$ cat src/bssh_pkg.sv
// Package for the bit-scan shift hash block.
// Holds the state widths, the configuration register map and the config bundle type.
// Used by every file in src; has no dependencies.
package bssh_pkg;

  localparam int HALF_W    = 64;
  localparam int HASH_W    = 2 * HALF_W;
  localparam int BYTE_W    = 8;
  localparam int CFG_IDX_W = 3;
  localparam int AMT_W     = 8;

  typedef logic [HASH_W-1:0]    hash_t;
  typedef logic [HALF_W-1:0]    half_t;
  typedef logic [BYTE_W-1:0]    byte_t;
  typedef logic [CFG_IDX_W-1:0] cfg_idx_t;
  typedef logic [AMT_W-1:0]     amt_t;

  typedef enum logic [CFG_IDX_W-1:0] {
    REG_INIT_LOW       = 3'd0,
    REG_INIT_HIGH      = 3'd1,
    REG_POLY_ZERO_LOW  = 3'd2,
    REG_POLY_ZERO_HIGH = 3'd3,
    REG_POLY_ONE_LOW   = 3'd4,
    REG_POLY_ONE_HIGH  = 3'd5
  } cfg_reg_e;

  typedef struct packed {
    hash_t init;
    hash_t poly_zero;
    hash_t poly_one;
  } cfg_t;

  // Shift that drops the lowest set bit and everything below it.
  // An all-zero value gives a full shift, which clears the word.
  function automatic amt_t drop_amount(input hash_t x);
    amt_t amt;
    amt = amt_t'(HASH_W);
    for (int i = HASH_W - 1; i >= 0; i--) begin
      if (x[i]) begin
        amt = amt_t'(i + 1);
      end
    end
    return amt;
  endfunction

endpackage

$ cat src/bssh_cfg_regs.sv
// Configuration register file: initial state and the two XOR polynomials.
// Depends on bssh_pkg for the register map and the cfg_t bundle.
module bssh_cfg_regs (
  input  logic                clk,
  input  logic                rst,
  input  logic                cfg_we,
  input  bssh_pkg::cfg_idx_t  cfg_index,
  input  bssh_pkg::half_t     cfg_data,
  output bssh_pkg::cfg_t      cfg
);

  always_ff @(posedge clk) begin
    if (rst) begin
      cfg <= '0;
    end else if (cfg_we) begin
      unique case (cfg_index)
        bssh_pkg::REG_INIT_LOW:       cfg.init[bssh_pkg::HALF_W-1:0]                  <= cfg_data;
        bssh_pkg::REG_INIT_HIGH:      cfg.init[bssh_pkg::HASH_W-1:bssh_pkg::HALF_W]   <= cfg_data;
        bssh_pkg::REG_POLY_ZERO_LOW:  cfg.poly_zero[bssh_pkg::HALF_W-1:0]             <= cfg_data;
        bssh_pkg::REG_POLY_ZERO_HIGH:
          cfg.poly_zero[bssh_pkg::HASH_W-1:bssh_pkg::HALF_W] <= cfg_data;
        bssh_pkg::REG_POLY_ONE_LOW:   cfg.poly_one[bssh_pkg::HALF_W-1:0]              <= cfg_data;
        bssh_pkg::REG_POLY_ONE_HIGH:
          cfg.poly_one[bssh_pkg::HASH_W-1:bssh_pkg::HALF_W] <= cfg_data;
        default: ;  // unmapped index, write dropped
      endcase
    end
  end

endmodule

$ cat config.mk
export PLATFORM = sky130hd
export DESIGN_NAME = bssh_cfg_regs
export DESIGN_NICKNAME = d
export VERILOG_FILES = /design/src/bssh_pkg.sv /design/src/bssh_cfg_regs.sv
export SDC_FILE = /design/constraint.sdc
export NUM_CORES = 1
export LEC_CHECK = 0
export BUFFER_PORTS_ARGS = -buffer_cell sky130_fd_sc_hd__buf_2
export CELL_PAD_IN_SITES_DETAIL_PLACEMENT = 1
export CELL_PAD_IN_SITES_GLOBAL_PLACEMENT = 2
export CORE_ASPECT_RATIO = 0.7
export CORE_MARGIN = 5
export CORE_UTILIZATION = 32
export DETAILED_ROUTE_END_ITERATION = 8
export PLACE_DENSITY_LB_ADDON = 0.2
export RECOVER_POWER = 25
export SETUP_SLACK_MARGIN = 0.1
export SYNTH_ARGS = -nofsm -noshare
export SYNTH_HDL_FRONTEND = slang
export SYNTH_SLANG_ARGS = --single-unit
$ cat constraint.sdc
create_clock -name clk -period 1.5 [get_ports clk]
set_clock_uncertainty 0.1 [all_clocks]
set_input_delay 0.075 -clock clk [delete_from_list [all_inputs] [get_ports clk]]
set_output_delay 0.075 -clock clk [all_outputs]
set_load 0.05 [all_outputs]
# Word level (Yosys, flattened, before mapping)
# Cells that the tools add are included.
# W data, S select, Z words.
[word_totals]
romBits = 0
output_inout_bits = 384
wordCells = 18
ram_bits = 0
ff_bits = 384
latchBits = 0
n_memories = 0
[op_classes]
n_shift = 0
n_bitwise = 0
muxes = 0
n_mul = 0
n_div = 0
reduce_logical = 7
n_addsub = 0
n_eq_ne = 5
order_cmp = 0
[ops]
columns = ["operator", "n"]
rows = [
  ["$reduce_and A2 Y1", 6],
  ["$eq A3 B2 Y1 const B", 2],
  ["$eq A3 B3 Y1 const B", 2],
  ["$eq A3 B1 Y1 const B", 1],
  ["$logic_not A3 Y1", 1],
]

# Longest topological paths before layout
# Gate-level depths: netlist of the first run.
[logic_depth]
depth_word = 2
depth_mapped = 5
ltp_nobuf = 2

# Worst setup path after synthesis of the first run
# No wires, ideal clock.
[synth_timing]
path_kind = "input -> register"
startpoint = "in cfg_index[1]"
endpoint = "reg cfg[257] in the netlist's numbering"
t_required_ps = 1276
setup_time_ps = 124
path_buffers = 2
stages = 4
arrival_ps = 1023
setup_slack_ps = 254
cell_sequence = "or4b_1 -> buf_2 -> buf_6 -> mux2i_1"
[synth_via]
elab_chain_len = 2
[synth_lines]
columns = ["element", "line_no", "text"]
rows = [
  ["start, declared", "bssh_cfg_regs.sv:7", "input bssh_pkg::cfg_idx_t cfg_index,"],
  ["$logic_not A3 Y1", "bssh_cfg_regs.sv:16", "unique case (cfg_index)"],
  ["$reduce_and A2 Y1 (no line)", "-", ""],
  ["end, declared", "bssh_cfg_regs.sv:9", "output bssh_pkg::cfg_t cfg"],
]
# Every way passes these cells.
# A chain may end at the register's enable or synchronous reset.

# Worst setup path in the final report of the first run
[layout_timing]
startpoint = "reg cfg[143] in the netlist's numbering"
endpoint = "out cfg[143] in the netlist's numbering"
# No word-level cell between the ends.

==> flow_summary.yaml, run 1 <==
synthesis:
  synthCells: 1316
  synth_area_leaders: "dfxtp_1 52%, mux2i_1 26%, nand2b_1 19%"
  yosysTopAreaCell: "dfxtp_1"
  ys_seq_area_share_pct: 51.75
  synth_cell_types: 12
  yosys-top-cells-count: "448 x nand2b_1, 384 x dfxtp_1, 384 x mux2i_1"
  ys_ff_latch: 384
  yosysMostFrequentCell: "nand2b_1"
  syn_avg_cell_area_um2: 11.29
  synth_warnings: 0
  syn-cell-area_mm2: 0.01485
  synth-async-reset-ratio_pct: 0
  yosysTopAreaCellShare_pct: 51.75
  syn_nets: 1386
  synth_edf_count: 0
  ys.flop_type: "dfxtp_1"
route:
  drt-initial-drc-count: 411
  routed_wl_um: 50850
  drt_first_pass_iters: 4
  vias: 11270
  ant_nets: 0
  viasPerCell: 4.546
  routedWlPerCell_um: 20.51
  drc_errors: 0
timing:
  slew_viol_final: 0
  rsz0062_at_grt: "false"
  slew_headroom_pct: 36.04
  max_freq_mhz: 736.2
  tns_ps: 0
  hold_viol: 0
  min_period_ps: 1358
  period_share_pct: 90.55
  tightestPinTransition_ps: 959.4
  setup_viol: 0
placement:
  routabilityCongestion: 0.7451
  dp_hpwl_um: 35980
  io_buffers: 453
clock_network:
  clock_latency_ps: 520
  cts_tree: "yes"
  cts_buffers: 42
  clk_pin_slew_ps: 60
  clockBufferDepth: 3
  cts_setup_buffers: 0
  htree_levels: 2
  clockRootBuffer: "clkbuf_16"
  clkSinkCount: 384
hold_path:
  hold_class: "in -> reg"
global_route:
  antenna_found_initial: 1
  grt_first_pass_wirelength_um: 75960
  grt_pass1_vias: 12170
  grt_usage_pct: 19.09
  grt_max_degree: 52
  overflow: 0
setup_path:
  worst_setup_path_end_kind: "output port"
  rrSetupSlack_ps: 730
  path_max_fanout: 2
  cp_cell_sequence: "buf_2"
  required_ps: 1320
  crit_path_start_kind: "flip-flop"
  worst_path_max_delay_cell: "dfxtp_1"
  worst_path_largest_cell_delay_ps: 370
  crit_buf_inv: 1
  crit_family: "flip-flops"
  worstSetupPathType: "reg -> out"
  worstPathArrival_ps: 1180
final_layout:
  largest_register_ff_count: 384
  reg_top3: "cfg: 384 flops"
  fin_nets: 1908
  area_growth_pct: 34.86
  fillers: 5179
  final_util_pct: 43.40
  largest_register: "cfg"
  drive_above_1_share_pct: 30.12
floorplanning:
  fp-row-count: 66
  die_area_mm2: 0.05090
  start_util_pct: 32.18
  io_pins: 454
  core-area_mm2: 0.04616
  die_w_um: 267.5
  die_h_um: 190.3
power:
  p_leak_nw: 10.57
  power.density_mw_per_mm2: 1173
  vdd_drop_max_v: 0.0006748
job:
  maxCapViolations: 0
run_status:
  outcome: "finished clean"
==> tightest hold or removal path, cell delays in order <==
cell	delay, ps
buf_8	170
nand2b_1	270
mux2i_1	100
==> worst paths after layout <==
check	startpoint	endpoint	cells after the start
min reg2reg	cfg[341]	cfg[341]	2
max reg2reg	cfg[286]	cfg[286]	2
min	rst	cfg[251]	3
max	cfg[143]	cfg[143]	1
==> metrics by stage <==
| step | std cells | worst slack [ps] | cell area (um2) | total power [W] | hold slack, ps |
|---|---|---|---|---|---|
| after floorplan | 1316 | 253.6 | 14850 | 0.01233 | 172.9 |
| after global placement | 2340 | 85.25 | 18130 | 0.01310 | 355.5 |
| after detailed placement | 2340 | 30.38 | 18130 | 0.01313 | 361.3 |
| after CTS | 2478 | 101.8 | 20200 | 0.02393 | 11.09 |
| after global routing | 2479 | 98.73 | 20030 | 0.02441 | 64.70 |
| final | 2479 | 141.7 | 20030 | 0.02349 | 48.04 |
==> cell usage in the layout, fill, tap and decap left out, types with 3 or more instances in the layout <==
| cell type | synthesis | layout |
|---|---|---|
| buf_12 | 0 | 8 |
| dfxtp_1 | 384 | 384 |
| nand2b_1 | 448 | 448 |
| clkbuf_16 | 0 | 45 |
| clkbuf_8 | 0 | 10 |
| buf_2 | 35 | 438 |
| clkinvlp_4 | 0 | 3 |
| dlygate4sd3_1 | 0 | 66 |
| clkbuf_4 | 0 | 19 |
| clkbuf_1 | 50 | 14 |
| mux2i_1 | 384 | 384 |
| buf_4 | 2 | 29 |
| nand4bb_1 | 3 | 3 |
| clkinv_2 | 0 | 3 |
==> layout make-up <==
cell class	count	area, um2	share of cell area, %
flip-flops and latches	384	7687	38.37
multi-input cells	840	6741	33.65
repair buffers	570	3433	17.14
clock buffers	63	1294	6.458
well taps	612	765.7	3.822
clock inverters	9	108.9	0.5434
diodes	1	2.502	0.01249
==> cell families (layout without fill, tap and decap cells) <==
kind of cell           count (synthesis)  count (layout)  share of synthesized area, %
other                                  0               1                             0
muxes                                384             384                         25.88
buffers and inverters                 92             642                         2.923
DFF                                  384             384                         51.75
and+or+nand+nor                      456             456                         19.45
==> where the power goes <==
group          internal, W  leakage, nW  switching, W  total (W)
clock              0.00629        0.682       0.00421     0.0105
sequential          0.0104         3.11      0.000119     0.0105
combinational     0.000831         6.78       0.00161    0.00244
==> metal layers <==
| layer | global-route usage [%] | vias to the layer above | share of wire [%] |
|---|---|---|---|
| li1 | - | 5400 | - |
| met1 | 24.48 | 5570 | 44 |
| met2 | 32.43 | 227 | 47 |
| met3 | 4.914 | 72 | 5.8 |
| met4 | 4.682 | 0 | 2.3 |
| met5 | 0 | - | 0 |
==> what timing repair did <==
| item | CTS | global route |
|---|---|---|
| hold buffers | 66 | 0 |
| setup endpoints to repair | 1 | 13 |
| endpoints found under the hold margin | 379 | 0 |
| gates resized for setup | 1 | 13 |
(Power assumes the default switching activity.)
==> inputs of run 2 (changes only) <==
Settings changed: ABC_AREA from default to 1, BUFFER_PORTS_ARGS -buffer_cell sky130_fd_sc_hd__buf_2 to default, CORE_UTILIZATION 32 to 33, DONT_BUFFER_PORTS from default to 1.
==> flow_summary.yaml, run 2 <==
run_status:
  outcome: "finished clean"
final_layout:
  antenna_cells: 0
  largest_register_ff_count: 384
  fillers: 5619
  reg_top3: "cfg: 384 flops"
  fin_nets: 2736
  most-common-layout-cells: "768 x nor2_1, 388 x nand2_1, 387 x buf_4"
  area_growth_pct: 45.01
  drive_above_1_share_pct: 18.78
  final_common_cell: "nor2_1"
  largest_register: "cfg"
synthesis:
  yosysTopAreaCell: "dfxtp_1"
  ys_ff_latch: 384
  synth_area_leaders: "dfxtp_1 51%, nor2_1 19%, nand3_1 13%"
  ys.flop_type: "dfxtp_1"
  synth_warnings: 0
  synthCells: 2167
  synth-async-reset-ratio_pct: 0
  yosys-top-cells-count: "771 x nor2_1, 388 x nand2_1, 384 x dfxtp_1, 384 x nand3_1, 99 x buf_2"
  syn_nets: 2237
  yosysTopAreaCellShare_pct: 50.89
  ys_seq_area_share_pct: 50.89
  synth_edf_count: 0
  yosysMostFrequentCell: "nor2_1"
  syn-cell-area_mm2: 0.01510
  syn_avg_cell_area_um2: 6.970
  synth_cell_types: 15
clock_network:
  cts_buffers: 42
  cts_setup_buffers: 0
  clock_latency_ps: 530
  clk_pin_slew_ps: 60
  clockBufferDepth: 3
  htree_levels: 2
  cts_tree: "yes"
  clockRootBuffer: "clkbuf_16"
  clkSinkCount: 384
route:
  routedWlPerCell_um: 20.17
  ant_nets: 0
  drc_errors: 0
  drt-initial-drc-count: 867
  viasPerCell: 4.928
  vias: 16250
  routed_wl_um: 66510
  drt_first_pass_iters: 5
floorplanning:
  start_util_pct: 33.46
  die_h_um: 189.0
  io_pins: 454
  die_w_um: 265.7
  die_area_mm2: 0.05022
  core-area_mm2: 0.04514
  fp-row-count: 65
power:
  power.density_mw_per_mm2: 1154
  p_leak_nw: 9.731
  vdd_drop_max_v: 0.0007038
setup_path:
  worstSetupPathType: "in -> reg"
  worst_setup_path_end_kind: "flip-flop"
  path_max_fanout: 41
  worstPathArrival_ps: 1770
  rrSetupSlack_ps: 180
  required_ps: 1870
  crit_path_start_kind: "input pin"
global_route:
  antenna_found_initial: 0
  grt_max_degree: 70
  grt_pass1_vias: 16660
  overflow: 0
  grt_usage_pct: 25.28
  grt_first_pass_wirelength_um: 100500
timing:
  min_period_ps: 1405
  max_freq_mhz: 711.6
  slew_viol_final: 0
  slew_headroom_pct: 51.15
  hold_viol: 0
  setup_viol: 0
  tns_ps: 0
  period_share_pct: 93.68
  rsz0062_at_grt: "false"
  tightestPinTransition_ps: 732.8
  hold_slack_ps: 23.62
placement:
  routabilityCongestion: 0.8132
  dp_hpwl_um: 41030
  io_buffers: 0
job:
  maxCapViolations: 0
hold_path:
  hold_class: "in -> reg"
## run 2: routing by layer
metal | global-route usage [%] | wire [um]
met3 | 5.729 | 4278
met1 | 32.38 | 28620
met4 | 7.223 | 1945
met2 | 43.02 | 31670
met5 | 0 | 0
## run 2: kinds of logic after synthesis
family,after synthesis,synth area share [%]
buffers and inverters,231,7.008
flip-flops,384,50.89
AND/OR/NAND/NOR,1552,42.10
## run 2: power by group
group          switching, W  internal (W)  total [W]
logic               0.00292       0.00123    0.00415
registers          0.000217        0.0106     0.0108
clock network       0.00424       0.00610     0.0103
total               0.00739        0.0179     0.0253
## run 2: critical path, cell delays in order
cell and delay [ps]:
inv_1 120, nand2_2 60, dlygate4sd3_1 650, nor2_4 180, buf_6 400, nor2_1 110
nor2_1 140
## run 2: per-stage QoR
| step | instances | setup slack, ps | power [W] | cell area (um2) | utilization [%] |
|---|---|---|---|---|---|
| floorplan | 2167 | 454.3 | 0.01353 | 15100 | - |
| global placement | 3034 | 276.6 | 0.01477 | 18700 | 41.43 |
| detailed placement | 3034 | 256.2 | 0.01483 | 18700 | 41.43 |
| CTS | 3296 | 111.5 | 0.02553 | 22010 | 48.77 |
| global route | 3297 | 59.62 | 0.02625 | 21900 | 48.52 |
| finish | 3297 | 94.77 | 0.02527 | 21900 | 48.52 |
## run 2: final timing paths
path,cells past startpoint,end,start
min reg2reg,2,cfg[94],cfg[94]
max,7,cfg[84],cfg_index[1]
min,6,cfg[138],cfg_index[2]
max reg2reg,3,cfg[203],cfg[203]
## run 2: layout make-up
cell class              instances  area [um2]  share of cell area [%]
repair inverters                1       8.758                 0.03999
inverters                      71       295.3                   1.348
multi-input cells            1552        6386                   29.16
clock inverters                 7       87.58                  0.3999
clock buffers                  65        1261                   5.758
well taps                     603       754.5                   3.445
flip-flops and latches        384        7687                   35.10
repair buffers                614        5421                   24.75
## run 2: repair_timing
action	4_1_cts	5_1_grt
hold endpoints to repair	384	0
gates resized for setup	1	5
endpoints found under the setup margin	1	2
gates cloned	0	1
hold buffers	190	0
==> inputs of run 3 (changes only) <==
Settings changed: PLACE_DENSITY_LB_ADDON 0.2 to 0.1.
==> flow_summary.yaml, run 3 (same netlist as run 2, synthesis figures left out) <==
global_route:
  grt_pass1_vias: 16050
  grt_max_degree: 71
  grt_usage_pct: 24.13
  grt_first_pass_wirelength_um: 96700
  antenna_found_initial: 1
  overflow: 0
route:
  ant_nets: 0
  viasPerCell: 4.852
  drt_first_pass_iters: 5
  routedWlPerCell_um: 19.55
  drt-initial-drc-count: 860
  vias: 15780
  drc_errors: 0
  routed_wl_um: 63540
final_layout:
  ff_latch_area_mm2: 0.007687
  largest_register: "cfg"
  reg_top3: "cfg: 384 flops"
  multi_input_area_mm2: 0.006379
  fin_nets: 2686
  fillers: 5629
  finalInstanceArea_mm2: 0.02145
  most-common-layout-cells: "769 x nor2_1, 391 x buf_4, 388 x nand2_1"
  final_common_cell: "nor2_1"
  drive_above_1_share_pct: 19.39
  area_growth_pct: 42.02
  largest_register_ff_count: 384
timing:
  max_freq_mhz: 722.7
  period_share_pct: 92.25
  hold_viol: 45
  tightestPinTransition_ps: 638.3
  hold_slack_ps: -60.97
  min_period_ps: 1384
  tns_ps: 0
  slew_headroom_pct: 57.45
  setup_viol: 0
  rsz0062_at_grt: "false"
  slew_viol_final: 0
setup_path:
  worstSetupPathType: "in -> reg"
  worst_path_largest_cell_delay_ps: 580
  worst_setup_path_end_kind: "flip-flop"
  worst_path_max_delay_cell: "dlygate4sd3_1"
  crit_path_start_kind: "input pin"
  cp_cell_sequence: "dlygate4sd3_1, nor2_4, buf_12, buf_6, nand3_1, nand2_1, nor2_1"
  path_max_fanout: 56
  rrSetupSlack_ps: 560
  worstPathArrival_ps: 1720
  required_ps: 1830
power:
  p_sw_w: 0.007407
  power.density_mw_per_mm2: 1186
  p_sw_share_pct: 29.12
  p_int_w: 0.01803
  pwr-share-comb_pct: 15.8
  p_leak_nw: 9.631
  vdd_drop_max_v: 0.0007373
  p_clk_share_pct: 41.8
  power.share.sequential_pct: 42.4
clock_network:
  clk_pin_slew_ps: 60
  clockBufferDepth: 3
  htree_levels: 2
  clkSinkCount: 384
  clock_latency_ps: 540
  cts_buffers: 41
  cts_tree: "yes"
  clockRootBuffer: "clkbuf_16"
job:
  maxCapViolations: 0
floorplanning:
  die_h_um: 189.0
  start_util_pct: 33.46
  die_w_um: 265.7
  fp-row-count: 65
  die_area_mm2: 0.05022
  core-area_mm2: 0.04514
  io_pins: 454
placement:
  routabilityCongestion: 0.8083
  dp_hpwl_um: 41790
  io_buffers: 0
  post_dp_cell_area_mm2: 0.01874
hold_path:
  hold_class: "in -> reg"
run_status:
  violations: "negative hold slack"
  outcome: "complete, but fails checks"
[run 3: changes by cell type in the layout (fill, tap and decap cells not counted), moves of 4 or more]
cell,before,now
inv_2,3,7
dlygate4sd3_1,183,137
clkbuf_1,14,9
buf_4,387,391
clkbuf_8,6,11
clkbuf_4,8,0
inv_1,66,62
[run 3: power groups by stage]
| stage | combinational (W) | sequential, W | clock, W |
|---|---|---|---|
| 2_1_floorplan | 0.00134 | 0.0122 | 0 |
| 3_3_place_gp | 0.00381 | 0.0110 | 0 |
| 3_5_place_dp | 0.00385 | 0.0110 | 0 |
| 4_1_cts | 0.00405 | 0.0108 | 0.0109 |
| 5_1_grt | 0.00431 | 0.0108 | 0.0113 |
| 6_report | 0.00402 | 0.0108 | 0.0106 |
[run 3: metrics by stage]
step	util (%)	instances	setup WS, ps	hold WS [ps]	power (W)
2_1_floorplan	-	2167	454.3	238.2	0.01353
3_3_place_gp	41.51	3039	286.2	300.8	0.01480
3_5_place_dp	41.51	3039	274.4	303.8	0.01486
4_1_cts	47.57	3246	125.7	-81.92	0.02570
5_1_grt	47.52	3250	52.46	-40.75	0.02642
6_report	47.53	3251	116.3	-60.97	0.02544
[run 3: path summary, 6_finish.rpt]
kind	from	end	depth (start not counted)
max reg2reg	cfg[138]	cfg[138]	3
min	cfg_index[0]	cfg[301]	5
min reg2reg	cfg[11]	cfg[11]	2
max	cfg_index[2]	cfg[221]	7
[run 3: final cells by class]
cell class,count,share of cell area [%]
Antenna cell,2,0.02333
Clock buffer,62,5.862
Clock inverter,11,0.6358
Inverter,71,1.289
Multi-Input combinational cell,1552,29.73
Sequential cell,384,35.84
Tap cell,603,3.517
Timing Repair Buffer,566,23.10
[run 3: metal layers]
layer / track usage [%] / up-vias / part of all wire [%]
li1: - / 7627 / -
met1: 31.33 / 7690 / 44
met2: 41.40 / 377 / 48
met3: 5.287 / 81 / 6.0
met4: 5.482 / 0 / 2.3
met5: 0 / - / 0
[run 3: timing repair]
action / CTS / global route
hold buffers: 134 / 3
endpoints found under the setup margin: 0 / 5
endpoints found under the hold margin: 384 / 23
buffers inserted: 0 / 0
resized for setup: 0 / 5
[run 3: critical path: cells and delay by family]
family	cells	cell delay, ps
AND/OR/NAND/NOR	4	480
buffers and inverters	3	1140
